`src/hdl/hrbp_pkg.sv`:
```
// -----------------------------------------------------------------------------
// hrbp_pkg
// Types, codes and character tables of the HTTP request byte parser.
// -----------------------------------------------------------------------------
`timescale 1ns / 1ps

package hrbp_pkg;

	// default width of the content length registers
	localparam int LENGTH_WIDTH = 32;
	// a method longer than this ends at the next byte
	localparam logic [3:0] MAX_METHOD_BYTES = 4'd8;

	localparam int NUM_METHODS = 9;
	localparam int NUM_VERSIONS = 2;
	localparam logic [4:0] VERSION_CHARS = 5'd8;
	localparam logic [4:0] LENGTH_NAME_CHARS = 5'd14;
	localparam int BODY_LENGTH_W = 32;

	// result beat width and padded tdata width
	localparam int OUT_BITS = 52;
	localparam int OUT_TDATA_W = 56;

	// parse phases
	typedef enum logic [3:0] {
		PH_METHOD,
		PH_TARGET,
		PH_VERSION,
		PH_FIRST_LF,
		PH_NAME,
		PH_SPACE,
		PH_VALUE,
		PH_LINE_LF,
		PH_FINAL_LF,
		PH_BODY,
		PH_DONE
	} phase_t;

	// request outcome
	typedef enum logic [1:0] {
		OUT_BUSY     = 2'd0,
		OUT_COMPLETE = 2'd1,
		OUT_BAD_METH = 2'd2,
		OUT_EARLY    = 2'd3
	} outcome_t;

	// byte classes
	localparam logic [2:0] CLS_METHOD  = 3'd0;
	localparam logic [2:0] CLS_TARGET  = 3'd1;
	localparam logic [2:0] CLS_VERSION = 3'd2;
	localparam logic [2:0] CLS_NAME    = 3'd3;
	localparam logic [2:0] CLS_VALUE   = 3'd4;
	localparam logic [2:0] CLS_BODY    = 3'd5;
	localparam logic [2:0] CLS_DELIM   = 3'd6;
	localparam logic [2:0] CLS_IGNORED = 3'd7;

	// version codes
	localparam logic [1:0] VER_NONE = 2'd0;
	localparam logic [1:0] VER_1_0  = 2'd1;
	localparam logic [1:0] VER_1_1  = 2'd2;

	// special characters
	localparam logic [7:0] CH_SP    = 8'h20;
	localparam logic [7:0] CH_CR    = 8'h0D;
	localparam logic [7:0] CH_LF    = 8'h0A;
	localparam logic [7:0] CH_COLON = 8'h3A;
	localparam logic [7:0] CH_PLUS  = 8'h2B;
	localparam logic [7:0] CH_ZERO  = 8'h30;
	localparam logic [7:0] CH_NINE  = 8'h39;

	// one result beat, first field in the high bits
	typedef struct packed {
		logic       finished;
		outcome_t   outcome;
		logic [31:0] body_length;
		logic [1:0] version_code;
		logic [3:0] method_code;
		logic [2:0] byte_class;
		logic [7:0] byte_out;
	} hrbp_out_t;

	// method name lengths, index 0 is GET
	function automatic logic [3:0] method_len(input logic [3:0] k);
		logic [3:0] n;
		unique case (k)
			4'd0: n = 4'd3;
			4'd1: n = 4'd4;
			4'd2: n = 4'd4;
			4'd3: n = 4'd3;
			4'd4: n = 4'd6;
			4'd5: n = 4'd7;
			4'd6: n = 4'd7;
			4'd7: n = 4'd5;
			4'd8: n = 4'd5;
			default: n = 4'd0;
		endcase
		return n;
	endfunction

	// method names, left justified in eight bytes
	function automatic logic [63:0] method_text(input logic [3:0] k);
		logic [63:0] s;
		unique case (k)
			4'd0: s = {"GET", 40'h0};
			4'd1: s = {"HEAD", 32'h0};
			4'd2: s = {"POST", 32'h0};
			4'd3: s = {"PUT", 40'h0};
			4'd4: s = {"DELETE", 16'h0};
			4'd5: s = {"CONNECT", 8'h0};
			4'd6: s = {"OPTIONS", 8'h0};
			4'd7: s = {"PATCH", 24'h0};
			4'd8: s = {"TRACE", 24'h0};
			default: s = 64'h0;
		endcase
		return s;
	endfunction

	// character of a method name at a position below eight
	function automatic logic [7:0] method_char(input logic [3:0] k, input logic [2:0] pos);
		logic [63:0] s;
		s = method_text(k) << {pos, 3'b000};
		return s[63:56];
	endfunction

	// character of a version string, index 0 is HTTP/1.0
	function automatic logic [7:0] version_char(input logic k, input logic [2:0] pos);
		logic [63:0] s;
		s = (k ? {"HTTP/1.", "1"} : {"HTTP/1.", "0"}) << {pos, 3'b000};
		return s[63:56];
	endfunction

	// character of the content length header name
	function automatic logic [7:0] length_name_char(input logic [3:0] pos);
		logic [111:0] s;
		s = "Content-Length";
		s = s << {pos, 3'b000};
		return s[111:104];
	endfunction

endpackage

```
`src/hdl/hrbp_engine.sv`:
```
// -----------------------------------------------------------------------------
// hrbp_engine
// Parse state of one request and the per-byte next-state and tagging logic.
// -----------------------------------------------------------------------------
`timescale 1ns / 1ps

module hrbp_engine #(
	parameter int LENGTH_WIDTH = hrbp_pkg::LENGTH_WIDTH
) (
	input  logic                clk,
	input  logic                arst_n,
	input  logic                step,
	input  logic [7:0]          data_byte,
	input  logic                end_of_request,
	output hrbp_pkg::hrbp_out_t result
);
	import hrbp_pkg::*;

	localparam int LW = LENGTH_WIDTH;

	// parse state
	phase_t          phase_q, phase_n;
	logic [3:0]      mlen_q, mlen_n;
	logic [8:0]      mcand_q, mcand_n;
	logic [1:0]      vcand_q, vcand_n;
	logic [4:0]      tpos_q, tpos_n;
	logic            name_len_q, name_len_n;
	logic [LW-1:0]   acc_q, acc_n;
	logic [LW-1:0]   lval_q, lval_n;
	logic [LW-1:0]   brem_q, brem_n;
	outcome_t        res_q, res_n;
	logic [3:0]      hmeth_q, hmeth_n;
	logic [1:0]      hver_q, hver_n;
	logic            dstop_q, dstop_n;
	logic            hdone_q, hdone_n;

	logic [2:0]      cls;
	logic            fin;
	logic [LW+3:0]   acc_x10;
	logic [31:0]     blen_sat;
	logic [4:0]      tpos_bump;

	// times ten plus digit, as shifts and adds
	assign acc_x10 = {1'b0, acc_q, 3'b000} + {3'b000, acc_q, 1'b0}
		+ {{(LW-4){1'b0}}, data_byte - CH_ZERO};
	assign tpos_bump = (tpos_q == 5'd31) ? tpos_q : tpos_q + 5'd1;

	// next state for one byte
	always_comb begin
		phase_n    = phase_q;
		mlen_n     = mlen_q;
		mcand_n    = mcand_q;
		vcand_n    = vcand_q;
		tpos_n     = tpos_q;
		name_len_n = name_len_q;
		acc_n      = acc_q;
		lval_n     = lval_q;
		brem_n     = brem_q;
		res_n      = res_q;
		hmeth_n    = hmeth_q;
		hver_n     = hver_q;
		dstop_n    = dstop_q;
		hdone_n    = hdone_q;
		cls        = CLS_DELIM;
		fin        = 1'b0;

		unique case (phase_q)
			PH_METHOD: begin
				if (data_byte == CH_SP || mlen_q > MAX_METHOD_BYTES) begin
					hmeth_n = 4'd0;
					for (int k = 0; k < NUM_METHODS; k++) begin
						if (mcand_q[k] && method_len(4'(k)) == mlen_q)
							hmeth_n = 4'(k + 1);
					end
					if (hmeth_n == 4'd0) begin
						res_n   = OUT_BAD_METH;
						phase_n = PH_DONE;
						fin     = 1'b1;
					end else begin
						phase_n = PH_TARGET;
					end
				end else begin
					cls = CLS_METHOD;
					for (int k = 0; k < NUM_METHODS; k++) begin
						if (mlen_q >= method_len(4'(k))
								|| method_char(4'(k), mlen_q[2:0]) != data_byte)
							mcand_n[k] = 1'b0;
					end
					if (mlen_q != 4'd15)
						mlen_n = mlen_q + 4'd1;
				end
			end
			PH_TARGET: begin
				if (data_byte == CH_SP)
					phase_n = PH_VERSION;
				else
					cls = CLS_TARGET;
			end
			PH_VERSION: begin
				if (data_byte == CH_CR) begin
					hver_n = VER_NONE;
					if (tpos_q == VERSION_CHARS) begin
						if (vcand_q[1])
							hver_n = VER_1_1;
						else if (vcand_q[0])
							hver_n = VER_1_0;
					end
					tpos_n  = 5'd0;
					phase_n = PH_FIRST_LF;
				end else begin
					cls = CLS_VERSION;
					for (int k = 0; k < NUM_VERSIONS; k++) begin
						if (tpos_q >= VERSION_CHARS
								|| version_char(k[0], tpos_q[2:0]) != data_byte)
							vcand_n[k] = 1'b0;
					end
					tpos_n = tpos_bump;
				end
			end
			PH_FIRST_LF, PH_LINE_LF: begin
				if (data_byte == CH_LF) begin
					phase_n    = PH_NAME;
					tpos_n     = 5'd0;
					name_len_n = 1'b1;
				end
			end
			PH_NAME: begin
				if (data_byte == CH_CR) begin
					phase_n = PH_FINAL_LF;
				end else if (data_byte == CH_COLON) begin
					name_len_n = name_len_q && tpos_q == LENGTH_NAME_CHARS;
					tpos_n     = 5'd0;
					acc_n      = '0;
					dstop_n    = 1'b0;
					phase_n    = PH_SPACE;
				end else begin
					cls = CLS_NAME;
					if (tpos_q >= LENGTH_NAME_CHARS
							|| length_name_char(tpos_q[3:0]) != data_byte)
						name_len_n = 1'b0;
					tpos_n = tpos_bump;
				end
			end
			PH_SPACE, PH_VALUE: begin
				// leading blanks and high bytes are skipped before the value
				if (phase_q == PH_SPACE && (data_byte <= CH_SP || data_byte[7])) begin
					cls = CLS_DELIM;
				end else if (phase_q == PH_VALUE && data_byte == CH_CR) begin
					if (name_len_q)
						lval_n = acc_q;
					phase_n = PH_LINE_LF;
				end else begin
					phase_n = PH_VALUE;
					cls     = CLS_VALUE;
					if (!dstop_q) begin
						if (data_byte >= CH_ZERO && data_byte <= CH_NINE) begin
							if (|acc_x10[LW+3:LW])
								acc_n = '1;
							else
								acc_n = acc_x10[LW-1:0];
						end else if (!(data_byte == CH_PLUS && tpos_q == 5'd0)) begin
							dstop_n = 1'b1;
						end
					end
					tpos_n = tpos_bump;
				end
			end
			PH_FINAL_LF: begin
				if (data_byte == CH_LF) begin
					hdone_n = 1'b1;
					if (lval_q == '0) begin
						res_n   = OUT_COMPLETE;
						phase_n = PH_DONE;
						fin     = 1'b1;
					end else begin
						brem_n  = lval_q;
						phase_n = PH_BODY;
					end
				end
			end
			PH_BODY: begin
				cls    = CLS_BODY;
				brem_n = brem_q - {{(LW-1){1'b0}}, brem_q != '0};
				if (brem_q <= {{(LW-1){1'b0}}, 1'b1}) begin
					res_n   = OUT_COMPLETE;
					phase_n = PH_DONE;
					fin     = 1'b1;
				end
			end
			default: begin
				cls = CLS_IGNORED;
			end
		endcase

		// request cut short before an outcome
		if (end_of_request && res_n == OUT_BUSY) begin
			res_n   = OUT_EARLY;
			phase_n = PH_DONE;
			fin     = 1'b1;
		end
	end

	// fit the content length to the 32-bit result field, saturating a wider one
	generate
		if (LW > BODY_LENGTH_W) begin : g_sat
			assign blen_sat = (|lval_n[LW-1:BODY_LENGTH_W]) ? '1 : lval_n[BODY_LENGTH_W-1:0];
		end else if (LW == BODY_LENGTH_W) begin : g_same
			assign blen_sat = lval_n;
		end else begin : g_ext
			assign blen_sat = {{(BODY_LENGTH_W-LW){1'b0}}, lval_n};
		end
	endgenerate

	// result beat for the byte
	always_comb begin
		result.byte_out     = data_byte;
		result.byte_class   = cls;
		result.method_code  = hmeth_n;
		result.version_code = hver_n;
		result.body_length  = hdone_n ? blen_sat : '0;
		result.outcome      = res_n;
		result.finished     = fin;
	end

	// state registers, cleared after the final byte
	always_ff @(posedge clk or negedge arst_n) begin
		if (!arst_n) begin
			phase_q    <= PH_METHOD;
			mlen_q     <= '0;
			mcand_q    <= '1;
			vcand_q    <= '1;
			tpos_q     <= '0;
			name_len_q <= 1'b1;
			acc_q      <= '0;
			lval_q     <= '0;
			brem_q     <= '0;
			res_q      <= OUT_BUSY;
			hmeth_q    <= '0;
			hver_q     <= '0;
			dstop_q    <= 1'b0;
			hdone_q    <= 1'b0;
		end else if (step) begin
			if (end_of_request) begin
				phase_q    <= PH_METHOD;
				mlen_q     <= '0;
				mcand_q    <= '1;
				vcand_q    <= '1;
				tpos_q     <= '0;
				name_len_q <= 1'b1;
				acc_q      <= '0;
				lval_q     <= '0;
				brem_q     <= '0;
				res_q      <= OUT_BUSY;
				hmeth_q    <= '0;
				hver_q     <= '0;
				dstop_q    <= 1'b0;
				hdone_q    <= 1'b0;
			end else begin
				phase_q    <= phase_n;
				mlen_q     <= mlen_n;
				mcand_q    <= mcand_n;
				vcand_q    <= vcand_n;
				tpos_q     <= tpos_n;
				name_len_q <= name_len_n;
				acc_q      <= acc_n;
				lval_q     <= lval_n;
				brem_q     <= brem_n;
				res_q      <= res_n;
				hmeth_q    <= hmeth_n;
				hver_q     <= hver_n;
				dstop_q    <= dstop_n;
				hdone_q    <= hdone_n;
			end
		end
	end

endmodule

```
`src/hdl/http_request_byte_parser.sv`:
```
// -----------------------------------------------------------------------------
// http_request_byte_parser
// Tags each byte of an HTTP request and reports method, version, length
// and outcome.
// -----------------------------------------------------------------------------
// Input stream: one request byte per beat in s_axis_tdata, s_axis_tlast on
// the final byte of a request; the parser returns to its start state after
// that beat.
// Output stream: one result beat per input beat, in order, with the byte,
// its class, the method and version codes, the content length once the
// headers are done, the outcome and a flag on the byte that settles it.
// Registers: the input register holds the byte, the result register its
// result beat; the per-byte step lies between them.
// Throughput: one byte per cycle when not stalled; the whole per-byte step is
// one pass of character compares and one decimal multiply-accumulate.
// Stalls: when m_axis_tready is low the result register holds and one more
// byte waits in the input register; s_axis_tready drops only while both
// registers are full and the output is stalled.
// Reset: arst_n clears the valid flags of both registers and the parse state.
// -----------------------------------------------------------------------------
`timescale 1ns / 1ps

module http_request_byte_parser #(
	parameter int LENGTH_WIDTH = hrbp_pkg::LENGTH_WIDTH
) (
	input  logic                           clk,
	input  logic                           arst_n,
	input  logic                           s_axis_tvalid,
	output logic                           s_axis_tready,
	// data_byte
	input  logic [7:0]                     s_axis_tdata,
	input  logic                           s_axis_tlast,
	output logic                           m_axis_tvalid,
	input  logic                           m_axis_tready,
	// byte_out, byte_class, method_code, version_code, body_length, outcome,
	// finished, zero pad
	output logic [hrbp_pkg::OUT_TDATA_W-1:0] m_axis_tdata
);
	import hrbp_pkg::*;

	logic       valid_s1;
	logic [7:0] byte_s1;
	logic       last_s1;
	logic       valid_s2;
	hrbp_out_t  res_s2;
	hrbp_out_t  res_comb;
	logic       adv_s2;
	logic       step;

	assign adv_s2        = !valid_s2 || m_axis_tready;
	assign step          = valid_s1 && adv_s2;
	assign s_axis_tready = !valid_s1 || adv_s2;

	// input register
	always_ff @(posedge clk or negedge arst_n) begin
		if (!arst_n) begin
			valid_s1 <= 1'b0;
		end else if (s_axis_tready) begin
			valid_s1 <= s_axis_tvalid;
		end
	end

	always_ff @(posedge clk) begin
		if (s_axis_tready && s_axis_tvalid) begin
			byte_s1 <= s_axis_tdata;
			last_s1 <= s_axis_tlast;
		end
	end

	// per-byte parse step
	hrbp_engine #(
		.LENGTH_WIDTH(LENGTH_WIDTH)
	) u_engine (
		.clk           (clk),
		.arst_n        (arst_n),
		.step          (step),
		.data_byte     (byte_s1),
		.end_of_request(last_s1),
		.result        (res_comb)
	);

	// result register
	always_ff @(posedge clk or negedge arst_n) begin
		if (!arst_n) begin
			valid_s2 <= 1'b0;
		end else if (adv_s2) begin
			valid_s2 <= valid_s1;
		end
	end

	always_ff @(posedge clk) begin
		if (step) begin
			res_s2 <= res_comb;
		end
	end

	assign m_axis_tvalid = valid_s2;
	assign m_axis_tdata  = {{(OUT_TDATA_W-OUT_BITS){1'b0}}, res_s2};

endmodule

```
`config.mk`:
```
export PLATFORM = sky130hd
export DESIGN_NAME = http_request_byte_parser
export DESIGN_NICKNAME = d
export VERILOG_FILES = /design/src/hdl/hrbp_pkg.sv /design/src/hdl/hrbp_engine.sv /design/src/hdl/http_request_byte_parser.sv
export SDC_FILE = /design/constraint.sdc
export NUM_CORES = 1
export LEC_CHECK = 0
export ABC_CLOCK_PERIOD_IN_PS = 4200
export BUFFER_PORTS_ARGS = -buffer_cell sky130_fd_sc_hd__buf_2
export CAP_MARGIN = 25
export CORE_AREA = 2 2 211 213
export CTS_BUF_LIST = sky130_fd_sc_hd__clkbuf_4
export CTS_CLUSTER_DIAMETER = 120
export DETAILED_ROUTE_END_ITERATION = 8
export DIE_AREA = 0 0 213 215
export SYNTH_ARGS = -nofsm -noshare
export SYNTH_HDL_FRONTEND = slang
export SYNTH_HIERARCHICAL = 1
export SYNTH_SLANG_ARGS = --single-unit
```
`constraint.sdc`:
```
create_clock -name clk -period 4.2 [get_ports clk]
set_clock_uncertainty 0.05 [all_clocks]
set_input_delay 0.42 -clock clk [delete_from_list [all_inputs] [get_ports clk]]
set_output_delay 0.42 -clock clk [all_outputs]
set_load 0.05 [all_outputs]
```
Yosys cells after proc, flatten, opt, wreduce, memory -nomap -nowiden
Index checks and enable logic that the tools add are counted.

Logic and storage cells: 362. Flip-flop bits (word level): 194. Input bits: 13. Output and inout bits: 58.

Multiplexer cells: 161. Reductions and logical operators: 82. Equal/unequal tests: 55. Magnitude comparators: 12. Shift-type cells: 12. $add $sub $neg: 6.

Operator list (number): $mux 64 (18); $shl 64x6->64 (9); $mux 32 (16); $mux 4 (43); $pmux 32 s2 (2); $shl 63x6->64 const A (2); $shl 111x7->112 const A (1); $ne 8x8->1 (12); $reduce_and 4->1 (13); $mux 5 (8); $mux 2 (19); $add 35x33->36 (1); $add 36x8->36 (1); $mux 1 (35); $le 32x1->1 const B (1); $logic_not 32->1 (1); $pmux 4 s8 (1); $reduce_bool 32->1 (1); $sub 32x1->32 (1); $mux 3 (10); $ne 4x2->1 const B (7); $reduce_bool 2->1 (14); $mux 9 (3); $eq 8x6->1 const B (3); other kinds (42) (106).

Depth between registers and ports, before layout
Gate-level depths: netlist (run 1).

Depth in word-level cells: 25. Gate-level depth with buffers: 17. Mapped depth without buffers: 15.

Modules after synthesis
Netlist (run 1), hierarchy kept.

Modules (own cells, without submodules): hrbp_engine (cells each 1426, instances 1, area each 10999.3 sq um, seq. area each 3293.2 sq um); http_request_byte_parser (cells each 74, instances 1, area each 1969.4 sq um, seq. area each 1881.8 sq um).

Worst setup path before layout (run 1)
OpenSTA, ideal clock, no wires.

Path type: reg2reg. Start: register byte_s1[4]. End: register u_engine.acc_q[27]. Required time: 4011 ps. Period minus slack after synthesis: 4166 ps. Cell stages (with the launch flop): 17. Buffers on the path: 2. Arrival: 3977 ps. Library setup time: 139 ps. Slack: 34 ps. Cell sequence: edfxtp_1 -> clkbuf_1 -> clkinv_1 -> ha_1 -> inv_1 -> fa_1 -> inv_1 -> ha_1 -> o211ai_1 -> o211ai_1 -> a221oi_2 -> o22ai_2 -> a2111oi_0 -> o21bai_1 -> a31oi_1 -> buf_2 -> a41oi_1.

Cells in the longest elaborated chain, start to end: 10. Elaborated cells between the ends (all ways): 25. Those cells by class: add/sub (2); order compare (3); eq/ne (7); mux (7); reduce/logical (6).

RTL lines: from (decl) (RTL line http_request_byte_parser.sv:42) `logic [7:0] byte_s1;`; from (signal assigned) (RTL line http_request_byte_parser.sv:65) `byte_s1 <= s_axis_tdata;`; $sub 8x6->8 (RTL line hrbp_engine.sv:45) `+ {{(LW-4){1'b0}}, data_byte - CH_ZERO};`; $add 36x8->36 (RTL line hrbp_engine.sv:45); $reduce_or 4->1 (RTL line hrbp_engine.sv:157) `if (|acc_x10[LW+3:LW])`; $mux 32 (RTL line hrbp_engine.sv:157); $mux 32 (RTL line hrbp_engine.sv:156) `if (data_byte >= CH_ZERO && data_byte <= CH_NINE) begin`; $mux 32 (RTL line hrbp_engine.sv:155) `if (!dstop_q) begin`; $mux 32 (RTL line hrbp_engine.sv:148) `end else if (phase_q == PH_VALUE && data_byte == CH_CR) begin`; $mux 32 (RTL line hrbp_engine.sv:146) `if (phase_q == PH_SPACE && (data_byte <= CH_SP || data_byte[7])) begin`; $pmux 32 s2 (RTL line hrbp_engine.sv:67) `unique case (phase_q)`; $mux 32 (RTL line hrbp_engine.sv:243) `if (end_of_request) begin`; to (signal assigned) (RTL line hrbp_engine.sv:265) `acc_q <= acc_n;`; to (decl) (RTL line hrbp_engine.sv:28) `logic [LW-1:0] acc_q, acc_n;`.

Several ways; a longest one is shown, not always the timed one. The select of a mux whose other input is x is not followed. A chain may end at the register's enable or synchronous reset.

Worst setup path in the final report (run 1)
Start: register byte_s1[4]. End: register u_engine.acc_q[25].

Same word-level chain as after synthesis.

==> results of run 1 <==
## timing repair
item / CTS / global route
endpoints found under the setup margin: 0 / 32
hold endpoints to repair: 94 / 0
hold buffers: 13 / 0
resized for setup: 0 / 4
setup buffers: 0 / 3
## stage by stage
stage / total power (W) / hold slack, ps / cell area, µm²
global placement: 0.003920 / 416.2 / 13910
floorplan: 0.003561 / 74.41 / 12980
finish: 0.005018 / 352.9 / 14380
CTS: 0.005039 / 305.7 / 14340
detailed placement: 0.003941 / 419.6 / 13910
global route: 0.005312 / 376.0 / 14380
## state kept, by name, indices dropped and copies added (netlist names), 2 cells and up
name	cells
m_axis_tdata	52
u_engine/hmeth_q	4
u_engine/vcand_q	2
u_engine/mcand_q	9
u_engine/tpos_q	5
u_engine/hver_q	2
u_engine/res_q	2
u_engine/phase_q	4
u_engine/acc_q	32
byte_s1	8
u_engine/mlen_q	4
u_engine/lval_q	32
u_engine/brem_q	32
## worst paths after layout
check | from | end | slack (ps)
setup / recovery | byte_s1[4] | u_engine/acc_q[25] | 200
hold / removal | arst_n | valid_s1 | 350
setup reg to reg | byte_s1[4] | u_engine/acc_q[25] | 200
hold reg to reg | u_engine/mcand_q[0] | u_engine/mcand_q[0] | 440
max in group asynchronous | arst_n | u_engine/mcand_q[6] | 2750
min in group clk | s_axis_tdata[2] | byte_s1[2] | 440
## cell usage in the layout (no fill, tap or decap), drive strengths merged, types with 39 or more instances in the layout
cell type,Yosys,routed
dfrtp,121,121
a31oi,39,39
nand2,154,154
buf,31,107
nor2,124,124
edfxtp,61,61
o21ai,131,131
inv,46,53
nor3,42,42
a21oi,201,201
ha,76,76
## critical path: stages (launching register included)
cell       delay, ps
edfxtp_1         460
ha_1             280
xor2_1           190
fa_1             490
inv_1             50
ha_1             340
o211ai_1         130
o21ai_2          200
o2111ai_1        160
and2_1           190
o41a_1           350
o31a_1           290
a21oi_1          240
nor2_2           100
buf_4            210
a41oi_1          200
## layout make-up
cell class / instances / area (µm²) / share of cell area [%]
Multi-Input combinational cell: 1150 / 7203 / 50.09
Sequential cell: 194 / 5175 / 35.98
Timing Repair Buffer: 120 / 787.0 / 5.472
Tap cell: 592 / 740.7 / 5.151
Inverter: 47 / 176.4 / 1.227
Clock inverter: 15 / 168.9 / 1.175
Clock buffer: 17 / 127.6 / 0.8874
Antenna cell: 1 / 2.502 / 0.01740
## cells by family (layout without fill, tap and decap cells)
group,Yosys count,count (layout)
AOI/OAI and AO/OA,519,519
and+or+nand+nor,484,484
DFF,194,194
buffers and inverters,159,199
adders and majority gates,82,82
xor gates and xnor gates,55,55
muxes,6,6
other,1,5
## metal layers
layer  wire [µm]  GRT usage (%)
met4         729          4.918
met3        1460          2.163
met5           0              0
met2       16460          24.19
met1       17230          22.65
## power by group through the flow
stage          registers (W)  logic, W  clock network, W
5_1_grt              0.00239   0.00174           0.00118
3_3_place_gp         0.00239   0.00153                 0
3_5_place_dp         0.00239   0.00155                 0
6_report             0.00236   0.00158           0.00108
4_1_cts              0.00236   0.00156           0.00112
2_1_floorplan        0.00241   0.00115                 0
==> impl_metrics.env, run 1 <==
export IMPL_status="finished, final reports clean"
export IMPL_synthDistinctLibCells=85
export IMPL_synth_compound_gate_area_share_pct=24.18
export IMPL_syn2layout_area_growth_pct=10.89
export IMPL_rsz0062_at_grt="false"
export IMPL_start_util_pct=29.72
export IMPL_cts_made_buffers=17
export IMPL_design_die_area_um2=45800
export IMPL_hpwl_um=25350
export IMPL_gp_congestion=0.8711
export IMPL_portBuffers=66
export IMPL_totalWireLength_um=35880
export IMPL_yosysWarnings=6
export IMPL_fin_cells=2136
export IMPL_cts_clk_slew_worst_paths_ps=160
export IMPL_fmax_ghz=0.2499
export IMPL_arrival_ps=4510
export IMPL_antenna_found_initial=1
export IMPL_synth_top_family_by_area="compound AO/OA/AOI/OAI gates"
export IMPL_period_share_pct=95.28
export IMPL_min_period_ps=4002
export IMPL_ys_top_cells_by_count="a21oi_1, nand2_1, dfrtp_1, nor2_1, o21ai_0"
export IMPL_synth_xor_area_share_pct=3.714
export IMPL_synth_edf_count=61
export IMPL_yosys_area_top_type_share_pct=23.35
export IMPL_p_sw_share_pct=39.92
export IMPL_synth_cell_area_um2=12970
export IMPL_viasPerCell=5.382
export IMPL_seq_power_share_pct=47.0
export IMPL_endpoint_kind="flop"
export IMPL_p_switching_w=0.002003
export IMPL_ys_seq_area_share_pct=39.90
export IMPL_worstMarginPinSlew_ps=1158
export IMPL_drive_gt1_share_pct=12.38
export IMPL_setup_ws_ps=198.1
export IMPL_powerDensity_nw_per_um2=348.9
export IMPL_dp_cells=2087
export IMPL_num_rows=77
export IMPL_ys_seq_elements=194
export IMPL_wire_per_inst_um=16.80
export IMPL_dr_pass1_iters=6
export IMPL_leakage_nw=6.040
export IMPL_worstPathMaxFanout=16
export IMPL_synth_area_top_cells="dfrtp_1, edfxtp_1, a21oi_1, ha_1, o21ai_0"
export IMPL_clkPwrFrac_pct=21.6
export IMPL_yosys_area_share_simple_pct=18.26
export IMPL_drv_slew=0
export IMPL_ios=71
export IMPL_avgSynthCellArea_um2=8.646
export IMPL_required_ps=4710
export IMPL_die_x_um=213
export IMPL_synthFlopType="dfrtp_1"
export IMPL_fill_cells=4470
export IMPL_pre_cts_ws_ps=115.1
export IMPL_synth_cells=1500
export IMPL_slew_headroom_pct=22.08
export IMPL_internal_power_w=0.003015
export IMPL_irDropWorstVdd_mv=0.1822
export IMPL_muxShareOfSynthArea_pct=0.5789
export IMPL_tns_ps=0
export IMPL_final_core_util_pct=32.95
export IMPL_h_tree_depth=4
export IMPL_grt_first_pass_wirelength_um=58020
export IMPL_core_area_um2=43640
export IMPL_globalRoute_totalOverflow=0
export IMPL_synthAdderAreaFrac_pct=8.259
export IMPL_insertion_delay_ps=650
export IMPL_die_h_um=215
export IMPL_synth_most_common_cell="a21oi_1"
export IMPL_root_buffer="clkbuf_4"
export IMPL_yosys_area_top_type="dfrtp_1"
export IMPL_drtIter0Drc=963
export IMPL_worstSetupStartpointType="flop"
export IMPL_setup_viol=0
export IMPL_hold_viol=0
export IMPL_path_class="reg2reg"
export IMPL_ys_async_sr_fraction_pct=68.56
export IMPL_max_cap_violations=0
export IMPL_vias=11500
export IMPL_clock_path_buffers=2
export IMPL_grt_max_degree=90
export IMPL_grt_pass1_vias=10630
export IMPL_hp_class="in2async"
export IMPL_finalNetCount=1625
export IMPL_drc=0
export IMPL_cts_num_sinks=194
export IMPL_comb_power_share_pct=31.4
export IMPL_cts_tree="built"
export IMPL_grt_total_usage_pct=15.71
export IMPL_ant_nets=0
export IMPL_reg2reg_depth=15
Power figures use the tool's default switching activity.
==> run 2, diff against run 1 <==
--- a/config.mk
+++ b/config.mk
@@ -6,7 +6,7 @@
 export NUM_CORES = 1
 export LEC_CHECK = 0
 export ABC_CLOCK_PERIOD_IN_PS = 4200
-export BUFFER_PORTS_ARGS = -buffer_cell sky130_fd_sc_hd__buf_2
+export BUFFER_PORTS_ARGS = -buffer_cell sky130_fd_sc_hd__buf_4
 export CAP_MARGIN = 25
 export CORE_AREA = 2 2 211 213
 export CTS_BUF_LIST = sky130_fd_sc_hd__clkbuf_4
==> run 2 against run 1 <==
  * Design area grew 1.1%
  * Largest cell class unchanged
  * Register-to-register slack got worse by 20 ps
  * Setup slack got worse by 21 ps
  * Sequential power barely moved
  * Non-clock buffer count rose by 2
  * Total power decreased by 1.3%
  * First-iteration DRC count grew 29%
  * Worst hold slack lost 0.71 ps
  * Die area unchanged
  * Cell count about the same
  * Sequential share of layout area fell by 0.40 points
  * Critical path depth stayed put
==> impl_metrics.env, run 2 (same netlist as run 1, synthesis figures left out) <==
export IMPL_core_area_um2=43640
export IMPL_endpoint_kind="flop"
export IMPL_drc=0
export IMPL_r2r_start="byte_s1[4]"
export IMPL_finalNetCount=1627
export IMPL_crit_chain="ha_1 -> xor2_1 -> fa_1 -> inv_1 -> ha_1 -> o211ai_1 -> o21ai_1 -> o2111ai_1 -> and2_1 -> o41a_1 -> o31a_1 -> a21oi_2 -> nor2_2 -> buf_4 -> a41oi_1"
export IMPL_leakage_nw=6.080
export IMPL_powerDensity_nw_per_um2=340.6
export IMPL_grt_first_pass_wirelength_um=59270
export IMPL_ant_nets=0
export IMPL_die_h_um=215
export IMPL_slowest_delay_ps=490
export IMPL_fin_cells=2138
export IMPL_worstSetupStartpointType="flop"
export IMPL_final_common_cell="a21oi_1"
export IMPL_design_die_area_um2=45800
export IMPL_globalRoute_totalOverflow=0
export IMPL_period_share_pct=95.78
export IMPL_root_buffer="clkbuf_4"
export IMPL_internal_power_w=0.002975
export IMPL_slew_headroom_pct=30.26
export IMPL_required_ps=4720
export IMPL_h_tree_depth=4
export IMPL_path_class="reg2reg"
export IMPL_largest_reg_flops=52
export IMPL_p_sw_share_pct=39.94
export IMPL_num_rows=77
export IMPL_portBuffers=66
export IMPL_clock_path_buffers=2
export IMPL_status="finished, final reports clean"
export IMPL_cts_tree="built"
export IMPL_wire_per_inst_um=17.10
export IMPL_pre_cts_ws_ps=79.36
export IMPL_drv_slew=0
export IMPL_max_cap_violations=0
export IMPL_fmax_ghz=0.2486
export IMPL_antenna_found_initial=1
export IMPL_crit_slowest_cell="fa_1"
export IMPL_final_cell_mix="a21oi_1, nand2_1, dfrtp_1, o21ai_0, nor2_1"
export IMPL_die_x_um=213
export IMPL_dp_cells=2089
export IMPL_cts_num_sinks=194
export IMPL_vias=11510
export IMPL_hpwl_um=25740
export IMPL_insertion_delay_ps=650
export IMPL_grt_max_degree=89
export IMPL_cts_made_buffers=17
export IMPL_ios=71
export IMPL_start_util_pct=29.72
export IMPL_syn2layout_area_growth_pct=12.15
export IMPL_reg2reg_depth=15
export IMPL_worstPathMaxFanout=16
export IMPL_seq_area_um2=5175
export IMPL_setup_viol=0
export IMPL_multi_input_area_um2=7216
export IMPL_viasPerCell=5.384
export IMPL_cts_clk_slew_worst_paths_ps=160
export IMPL_grt_total_usage_pct=16.00
export IMPL_hp_class="in2async"
export IMPL_grt_pass1_vias=10940
export IMPL_setup_ws_ps=177.3
export IMPL_seq_power_share_pct=47.7
export IMPL_dr_pass1_iters=5
export IMPL_fill_cells=4445
export IMPL_p_switching_w=0.001978
export IMPL_crit_top_cell="ha_1"
export IMPL_critPathTopFamily="compound AO/OA/AOI/OAI gates"
export IMPL_worst_path_buf_inv=2
export IMPL_drtIter0Drc=1243
export IMPL_clkPwrFrac_pct=19.4
export IMPL_min_period_ps=4023
export IMPL_arrival_ps=4540
export IMPL_irDropWorstVdd_mv=0.1540
export IMPL_worstMarginPinSlew_ps=1036
export IMPL_rrSetupSlack_ps=180
export IMPL_totalWireLength_um=36570
export IMPL_gp_congestion=0.8564
export IMPL_comb_power_share_pct=32.9
export IMPL_timing_rr_end="u_engine/acc_q[28]"
export IMPL_hold_viol=0
export IMPL_drive_gt1_share_pct=12.49
## run 2: cell types whose count changed in the layout (fill, tap and decap cells not counted), sizes merged
| cell | previous run | this run |
|---|---|---|
| clkbuf | 17 | 18 |
| clkinv | 5 | 7 |
| buf | 107 | 109 |
| clkinvlp | 3 | 4 |
| inv | 53 | 50 |
| bufinv | 1 | 0 |
## run 2: worst max-delay path by stage
stage / start / end / slack [ps] / cells past startpoint
final: byte_s1[4] / u_engine/acc_q[28] / 180 / 15
after global routing: byte_s1[4] / u_engine/acc_q[28] / -60 / 15
after CTS: byte_s1[4] / u_engine/acc_q[20] / 60 / 15
after detailed placement: byte_s1[4] / u_engine/acc_q[28] / 80 / 14
after global placement: byte_s1[4] / u_engine/acc_q[20] / 220 / 14
after floorplan: byte_s1[4] / u_engine/acc_q[27] / 30 / 16
## run 2: per-stage QoR
stage	cell area (µm²)	TNS [ps]	total power (W)	util, %	hold WS (ps)
global route	14540	-174.0	0.005242	33.32	396.8
global placement	14110	0	0.003953	32.34	414.0
floorplan	12980	0	0.003561	-	74.41
detailed placement	14110	0	0.003983	32.34	426.4
finish	14540	0	0.004953	33.32	352.2
CTS	14490	0	0.004960	33.20	349.5
## run 2: layout make-up
type,count,area share (%)
multi-input cells,1150,49.61
flip-flops and latches,194,35.58
repair buffers,122,6.805
inverters,47,1.213
clock buffers,18,0.9291
diodes,1,0.01721
well taps,592,5.093
clock inverters,14,0.7485
## run 2: worst register-to-register path, delay by kind of cell, from the launching register on
kind	cells	cell delay (ps)
simple gates	2	280
compound gates	7	1570
flops	1	450
buf+inv	2	260
xor+xnor	1	200
fa+ha+maj	3	1130
## run 2: metal layers
metal	GRT usage [%]	share of wire, %	vias to the layer above
met4	5.105	1.8	0
li1	-	-	5532
met3	2.470	5.0	42
met2	24.59	46	341
met1	22.92	47	5597
met5	0	0	-
## run 2: timing repair
action	4_1_cts	5_1_grt
hold endpoints to repair	86	0
resized for setup	0	7
buffers inserted	0	3
setup endpoints to repair	0	32
hold buffers	13	0
## run 2: power by group through the flow
stage	Combinational [W]	Clock (W)	Sequential, W
global route	0.00179	0.00106	0.00239
CTS	0.00161	0.000996	0.00236
finish	0.00163	0.000960	0.00236
floorplan	0.00115	0	0.00241
global placement	0.00156	0	0.00239
detailed placement	0.00159	0	0.00239
